===== config.mk =====
export PLATFORM = sky130hd
export DESIGN_NAME = bqc_cell
export DESIGN_NICKNAME = d
export VERILOG_FILES = /design/src/rtl/bqc_pkg.sv /design/src/rtl/bqc_cell.sv
export SDC_FILE = /design/constraint.sdc
export NUM_CORES = 2
export LEC_CHECK = 0
export BUFFER_PORTS_ARGS = -buffer_cell sky130_fd_sc_hd__buf_2
export CAP_MARGIN = 20
export CORE_MARGIN = 1
export CORE_UTILIZATION = 40
export CTS_CLUSTER_SIZE = 10
export DETAILED_ROUTE_END_ITERATION = 12
export MAX_ROUTING_LAYER = met4
export PLACE_DENSITY = 0.58
export SETUP_SLACK_MARGIN = 0.15
export SLEW_MARGIN = 0
export SYNTH_ARGS = -nofsm -noshare
export SYNTH_HDL_FRONTEND = slang
export SYNTH_SLANG_ARGS = --single-unit
export TNS_END_PERCENT = 100

===== constraint.sdc =====
create_clock -name clk_i -period 23.5 [get_ports clk_i]
set_input_delay 4.7 -clock clk_i [delete_from_list [all_inputs] [get_ports clk_i]]
set_output_delay 4.7 -clock clk_i [all_outputs]
set_load 0.01 [all_outputs]

===== src/rtl/bqc_pkg.sv =====
// ----------------------------------------------------------------------------
// bqc_pkg: shared types and constants of the biquad cascade
// Sample, state, coefficient and accumulator widths, register indexes,
// reset values and the beat handed from one stage cell to the next.
// ----------------------------------------------------------------------------
package bqc_pkg;

  localparam int NUM_STAGES = 4;

  localparam int SAMPLE_W   = 16;                  // Q15 port samples
  localparam int STATE_W    = 24;                  // Q8.15 stage values
  localparam int COEF_W     = 24;                  // Q2.22 coefficients
  localparam int PROD_W     = COEF_W + STATE_W;    // exact product
  localparam int ACC_W      = PROD_W + 3;          // sum of five products
  localparam int FRAC_SHIFT = 22;                  // coefficient fraction bits
  localparam int CFG_IDX_W  = 3;
  localparam int CFG_DATA_W = COEF_W;

  typedef enum logic [CFG_IDX_W-1:0] {
    REG_ENABLE  = 3'd0,
    REG_COEF_B0 = 3'd1,
    REG_COEF_B1 = 3'd2,
    REG_COEF_B2 = 3'd3,
    REG_COEF_A1 = 3'd4,
    REG_COEF_A2 = 3'd5
  } reg_idx_e;

  localparam logic signed [COEF_W-1:0] COEF_B0_RST = 24'sd4194304;  // 1.0
  localparam logic signed [COEF_W-1:0] COEF_RST    = 24'sd0;

  typedef struct packed {
    logic signed [COEF_W-1:0] b0;
    logic signed [COEF_W-1:0] b1;
    logic signed [COEF_W-1:0] b2;
    logic signed [COEF_W-1:0] a1;
    logic signed [COEF_W-1:0] a2;
  } coef_t;

  typedef struct packed {
    logic                      valid;
    logic signed [STATE_W-1:0] data;
  } stage_beat_t;

endpackage


===== src/rtl/bqc_cell.sv =====
// ----------------------------------------------------------------------------
// bqc_cell: one direct-form-I biquad stage
// Holds its own two inputs and two outputs of history, runs the five
// products through one multiplier, rounds and saturates to 24 bits and
// hands the result to the next cell.
// ----------------------------------------------------------------------------
module bqc_cell (
  input  logic                clk_i,
  input  logic                rst_ni,
  input  bqc_pkg::coef_t      coef_i,
  input  bqc_pkg::stage_beat_t in_i,
  output bqc_pkg::stage_beat_t out_o
);

  localparam int STATE_W = bqc_pkg::STATE_W;
  localparam int COEF_W  = bqc_pkg::COEF_W;
  localparam int PROD_W  = bqc_pkg::PROD_W;
  localparam int ACC_W   = bqc_pkg::ACC_W;
  localparam int SHIFT   = bqc_pkg::FRAC_SHIFT;
  localparam int QV_W    = ACC_W - SHIFT;

  localparam logic [2:0] STEP_B0    = 3'd0;
  localparam logic [2:0] STEP_B1    = 3'd1;
  localparam logic [2:0] STEP_B2    = 3'd2;
  localparam logic [2:0] STEP_A1    = 3'd3;
  localparam logic [2:0] STEP_A2    = 3'd4;
  localparam logic [2:0] STEP_DRAIN = 3'd5;
  localparam logic [2:0] STEP_DONE  = 3'd6;

  localparam logic signed [ACC_W-1:0]   RND_HALF = ACC_W'(1) <<< (SHIFT - 1);
  localparam logic signed [STATE_W-1:0] ST_MAX   = {1'b0, {(STATE_W-1){1'b1}}};
  localparam logic signed [STATE_W-1:0] ST_MIN   = {1'b1, {(STATE_W-1){1'b0}}};

  logic                      busy_q;
  logic [2:0]                step_q;
  logic signed [STATE_W-1:0] s_q, x1_q, x2_q, y1_q, y2_q;
  logic signed [PROD_W-1:0]  prod_q;
  logic                      pv_q, sub_q;
  logic signed [ACC_W-1:0]   acc_q;
  logic                      out_valid_q;
  logic signed [STATE_W-1:0] out_data_q;

  logic signed [COEF_W-1:0]  op_c;
  logic signed [STATE_W-1:0] op_v;
  logic signed [PROD_W-1:0]  mul;
  logic signed [ACC_W-1:0]   prod_ext;
  logic signed [ACC_W-1:0]   rnd_sum;
  logic signed [QV_W-1:0]    q_val;
  logic signed [STATE_W-1:0] y;
  logic                      q_fits;

  always_comb begin
    case (step_q)
      STEP_B0: begin
        op_c = coef_i.b0;
        op_v = s_q;
      end
      STEP_B1: begin
        op_c = coef_i.b1;
        op_v = x1_q;
      end
      STEP_B2: begin
        op_c = coef_i.b2;
        op_v = x2_q;
      end
      STEP_A1: begin
        op_c = coef_i.a1;
        op_v = y1_q;
      end
      STEP_A2: begin
        op_c = coef_i.a2;
        op_v = y2_q;
      end
      default: begin
        op_c = '0;
        op_v = '0;
      end
    endcase
  end

  assign mul      = PROD_W'(op_c) * PROD_W'(op_v);
  assign prod_ext = ACC_W'(prod_q);

  // round half up, then floor shift to Q.15
  assign rnd_sum = acc_q + RND_HALF;
  assign q_val   = rnd_sum[ACC_W-1:SHIFT];
  assign q_fits  = (q_val[QV_W-1:STATE_W-1] == '0) || (q_val[QV_W-1:STATE_W-1] == '1);
  assign y       = q_fits ? q_val[STATE_W-1:0] : (q_val[QV_W-1] ? ST_MIN : ST_MAX);

  always_ff @(posedge clk_i or negedge rst_ni) begin
    if (!rst_ni) begin
      busy_q      <= 1'b0;
      step_q      <= STEP_B0;
      pv_q        <= 1'b0;
      out_valid_q <= 1'b0;
      x1_q        <= '0;
      x2_q        <= '0;
      y1_q        <= '0;
      y2_q        <= '0;
    end else begin
      pv_q        <= busy_q && (step_q <= STEP_A2);
      out_valid_q <= busy_q && (step_q == STEP_DONE);
      if (in_i.valid) begin
        busy_q <= 1'b1;
        step_q <= STEP_B0;
      end else if (busy_q) begin
        step_q <= step_q + 3'd1;
        if (step_q == STEP_DONE) begin
          busy_q <= 1'b0;
          // advance history
          x2_q   <= x1_q;
          x1_q   <= s_q;
          y2_q   <= y1_q;
          y1_q   <= y;
        end
      end
    end
  end

  always_ff @(posedge clk_i) begin
    prod_q <= mul;
    sub_q  <= (step_q == STEP_A1) || (step_q == STEP_A2);
    if (in_i.valid) begin
      s_q   <= in_i.data;
      acc_q <= '0;
    end else if (pv_q) begin
      acc_q <= sub_q ? (acc_q - prod_ext) : (acc_q + prod_ext);
    end
    if (busy_q && (step_q == STEP_DONE)) begin
      out_data_q <= y;
    end
  end

  assign out_o.valid = out_valid_q;
  assign out_o.data  = out_data_q;

endmodule


# == Word-level counts from Yosys, hierarchy flattened ==
# Index checks and enable logic that the tools add are counted.
# Widths: inputs -> output; s select.
# totals
reg_bits,250
# classes
magnitude_cmp,1
reduce_logical,8
n_mux,10
n_mul,1
n_bitwise,1
n_addsub,4
eq_ne,6
# ops
op,count
$pmux 24 s5,2
$add 51x23->51 const B,1
$add 51x48->51,1
$mux 51,1
$sub 51x48->51,1
$mul 24x24->48,1
$mux 24,2
$eq 3x2->1 const B,2
$eq 3x3->1 const B,2
$eq 6x6->1 const B,1
$logic_not 6->1,1
$mux 3,2
$add 3x1->3 const B,1
$eq 3x1->1 const B,1
$le 3x3->1 const B,1
$logic_not 3->1,1
$mux 1,3
$reduce_and 3->1,1
$logic_and 1x1->1,2
$logic_or 1x1->1,2
$reduce_bool 2->1,1
$not 1->1,1

# == Longest topological paths before layout ==
# depth
depth_word,4
ltp_mapped,35
mapped_depth_nobuf,30

# == Worst setup path after synthesis ==
# OpenSTA, ideal clock, no wires.
# synth_path
path_kind,input to register
from,in coef_i[64] (netlist name)
to,reg prod_q[47]
path_slack_ns,11.880
setup_ns,0.078
stages,26
t_arrival_ns,11.542
cell_sequence,a22oi_1 > o21ai_1 > clkbuf_1 > nand2_1 > fa_1 > fa_1 > fa_1 > inv_1 > fa_1 > inv_1 > fa_1 > inv_1 > fa_1 > inv_1 > fa_1 > inv_1 > ha_1 > nand3_1 > or3_1 > nand2b_1 > o211ai_1 > a31oi_1 > a21o_1 > or4_1 > and3_1 > nor3_1
# synth_between
elab_chain_cells,2
# synth_rtl
element,line_no,source
start: declaration,bqc_cell.sv:10,"input bqc_pkg::coef_t coef_i,"
$pmux 24 s5,bqc_cell.sv:53,case (step_q)
$mul 24x24->48,bqc_cell.sv:81,assign mul = PROD_W'(op_c) * PROD_W'(op_v);
named net mul[47],bqc_cell.sv:45,logic signed [PROD_W-1:0] mul;
end signal: assignment,bqc_cell.sv:121,prod_q <= mul;
end: declaration,bqc_cell.sv:37,logic signed [PROD_W-1:0] prod_q;
# The timed path passes the listed nets, and every way through them passes these cells.
# A chain may end at the register's enable or synchronous reset.

# == Final worst setup path ==
# layout_path
from,in coef_i[30] (netlist name)
to,reg prod_q[47]
# Same word-level chain as after synthesis.

==> flow_metrics.tcl <==
set metrics [dict create \
    grt_max_degree 73 \
    core_area_um2 85700 \
    initial_core_util_pct 40.7 \
    fmax_ghz 0.0801 \
    maxSlewViolCount 0 \
    arrival_ns 12.99 \
    route.detailed.wl_per_inst_um 20.9 \
    cts_buffers 30 \
    synth_seq_cells 250 \
    track_usage_pct 24.9 \
    hold_slack_ns 0.493 \
    cp_max_fo 12 \
    fin_crit_sh_pct 53.1 \
    maxCapViolations 0 \
    vias 26846 \
    drtAntennaViolNets 0 \
    worst_slew_pin_slew_ns 1.16 \
    layout.nets 4821 \
    synth.yosys.seq_area_share_pct 17.2 \
    finalSetupViolCount 0 \
    synthArstFlopShare_pct 40.8 \
    hp-class "flop to flop" \
    cp-startpoint "coef_i[30]" \
    start_kind "primary input" \
    status "completed" \
    clockRootBuffer "clkbuf_16" \
    fp-row-count 107 \
    grt_remaining_overflow 0 \
    postCtsHoldBufs 0 \
    areaGrowthSynthToFinish_pct 9.34 \
    clkTransAtPathRegs_ns 0.06 \
    mostFrequentLayoutCell "inv_1" \
    grt_pass1_vias 27933 \
    syn_area_um2 34800 \
    dpl_cell_area_um2 37200 \
    drc 0 \
    drive_above_1_share_pct 11.2 \
    r2r-start "step_q[0]" \
    ys.flop_type "dfrtp_1" \
    placed_cells 4987 \
    setup_tns_ns 0 \
    synth_nets 4717 \
    design.die.area_um2 88300 \
    yosysWarnings 0 \
    reg2regPathDepth 29 \
    fin_crit_ns 12.48 \
    post_cts_buffers 0 \
    final_cell_mix "inv_1 (690), fa_1 (609), nand2_1 (489)" \
    postSynthCellCount 3771 \
    drt_first_iter_violations 1968 \
    rsz0062_at_grt "false" \
    skew_ns 0.0332 \
    port_buffers 171 \
    end_kind "flop" \
    cts_sinks 250 \
    antennaDiodeCount 0 \
    viasPerCell 5.32 \
    die_y_um 297 \
    avgSynthCellArea_um2 9.24 \
    cts_tree "done" \
    synth_area_leaders "fa_1 (35%), inv_1 (7.4%), dfrtp_1 (7.3%)" \
    r2r-end "prod_q[47]" \
    hold_viol_final 0 \
    fin_area_um2 38100 \
    synth_top_cell_area_share_pct 35.0 \
    h-tree-depth 1 \
    yosysUniqueCellTypes 76 \
    clkLatencyLatePin_ns 0.59 \
    synth.largest_area_cell "fa_1" \
    path_class "primary input to flop" \
    fin_cells 5042 \
    slew_headroom_pct 22.4 \
    place_congestion 0.944 \
    firstDrtPassIters 8 \
    cts_resized 0 \
    synth_edf_count 48 \
    finalWirelength_um 105000 \
    grt_pass1_wl_um 166000 \
    clock_path_buffers 3 \
    die_width_um 297 \
    antenna_found_initial 4 \
    hpwlAfterDp_um 81200 \
    r2r_setup_slack_ns 13.64 \
    ios 172 \
    crit_required_ns 24.00 \
    cp-endpoint "prod_q[47]" \
]
through the flow:
step	setup WS, ns	utilization, %
floorplan	11.88	-
global placement	10.59	43.4
detailed placement	10.50	43.4
CTS	11.12	44.5
global route	10.56	44.5
finish	11.02	44.5
logic make-up (layout without fill, tap and decap cells):
| family | Yosys count | after routing | synth area share [%] |
|---|---|---|---|
| AND/OR/NAND/NOR | 1025 | 1025 | 13.0 |
| buffers and inverters | 859 | 986 | 9.37 |
| adder cells (fa/ha/maj) | 799 | 799 | 41.8 |
| AO/OA/AOI/OAI | 544 | 544 | 10.4 |
| flip-flops | 250 | 250 | 17.2 |
| XOR/XNOR | 164 | 164 | 4.12 |
| multiplexers | 130 | 130 | 4.08 |
flip-flops by register name, indices dropped and copies added (netlist names):
register	flops
y2_q	24
busy_q	1
x1_q	24
step_q	3
prod_q	48
x2_q	24
s_q	24
out_valid_q	1
sub_q	1
pv_q	1
out_data_q	24
acc_q	51
y1_q	24
worst max-delay path, cell delays in order:
cell      delay [ns]
buf_2           0.09
a222oi_1        0.98
o21ai_1         0.55
buf_4           0.37
nand2_1         0.12
fa_1            0.17
inv_1           0.05
fa_1            0.47
inv_1           0.05
fa_1            0.47
inv_1           0.05
fa_1            0.49
inv_1           0.05
fa_1            0.52
inv_1           0.05
fa_1            0.47
inv_1           0.05
fa_1            0.47
inv_1           0.04
ha_1            0.36
nand3_1         0.14
or3_1           0.37
o211ai_1        0.47
a31oi_1         0.24
a21o_1          0.25
or4_1           0.57
and3_1          0.17
nor3_1          0.18
how the worst min path moves through the flow:
stage                  start        to  depth (start not counted)
floorplan           acc_q[0]  acc_q[0]                          2
global placement    acc_q[0]  acc_q[0]                          2
detailed placement  acc_q[0]  acc_q[0]                          2
CTS                 acc_q[0]  acc_q[0]                          2
global route        acc_q[0]  acc_q[0]                          2
finish              acc_q[0]  acc_q[0]                          2
area by class of cell:
class / instances / area, um^2
Sequential cell: 250 / 6000
Tap cell: 1144 / 1430
Inverter: 690 / 2590
Clock inverter: 3 / 43.8
Timing Repair Buffer: 241 / 1380
Multi-Input combinational cell: 2662 / 25800
Fill cell: 8491 / 47600
Clock buffer: 52 / 863
Yosys cell counts (28+ instances only):
cell	number
ha_1	190
nand4_1	28
a21o_1	35
a22oi_1	51
xnor2_1	118
edfxtp_1	48
o21ai_0	87
xor2_1	46
dfrtp_1	102
mux2i_1	34
a21oi_1	127
o21a_1	36
o21ai_1	29
nor3_1	34
nor2_1	270
dfxtp_1	100
fa_1	609
a222oi_1	42
inv_1	690
and2_1	60
mux2_2	96
clkbuf_1	136
nand2_1	489
nand3_1	32
routing by layer:
layer  up-vias  routed length (um)  global-route usage, %
li1      12229                   -                      -
met1     13559               49100                   35.6
met2       924               45900                   37.7
met3       134                7560                   3.03
met4         0                2590                   5.81
met5         -                   0                      -
Power is left out: the tool's default activity adds up to more than one toggle a clock period on the data nets, which glitch-free logic cannot reach.
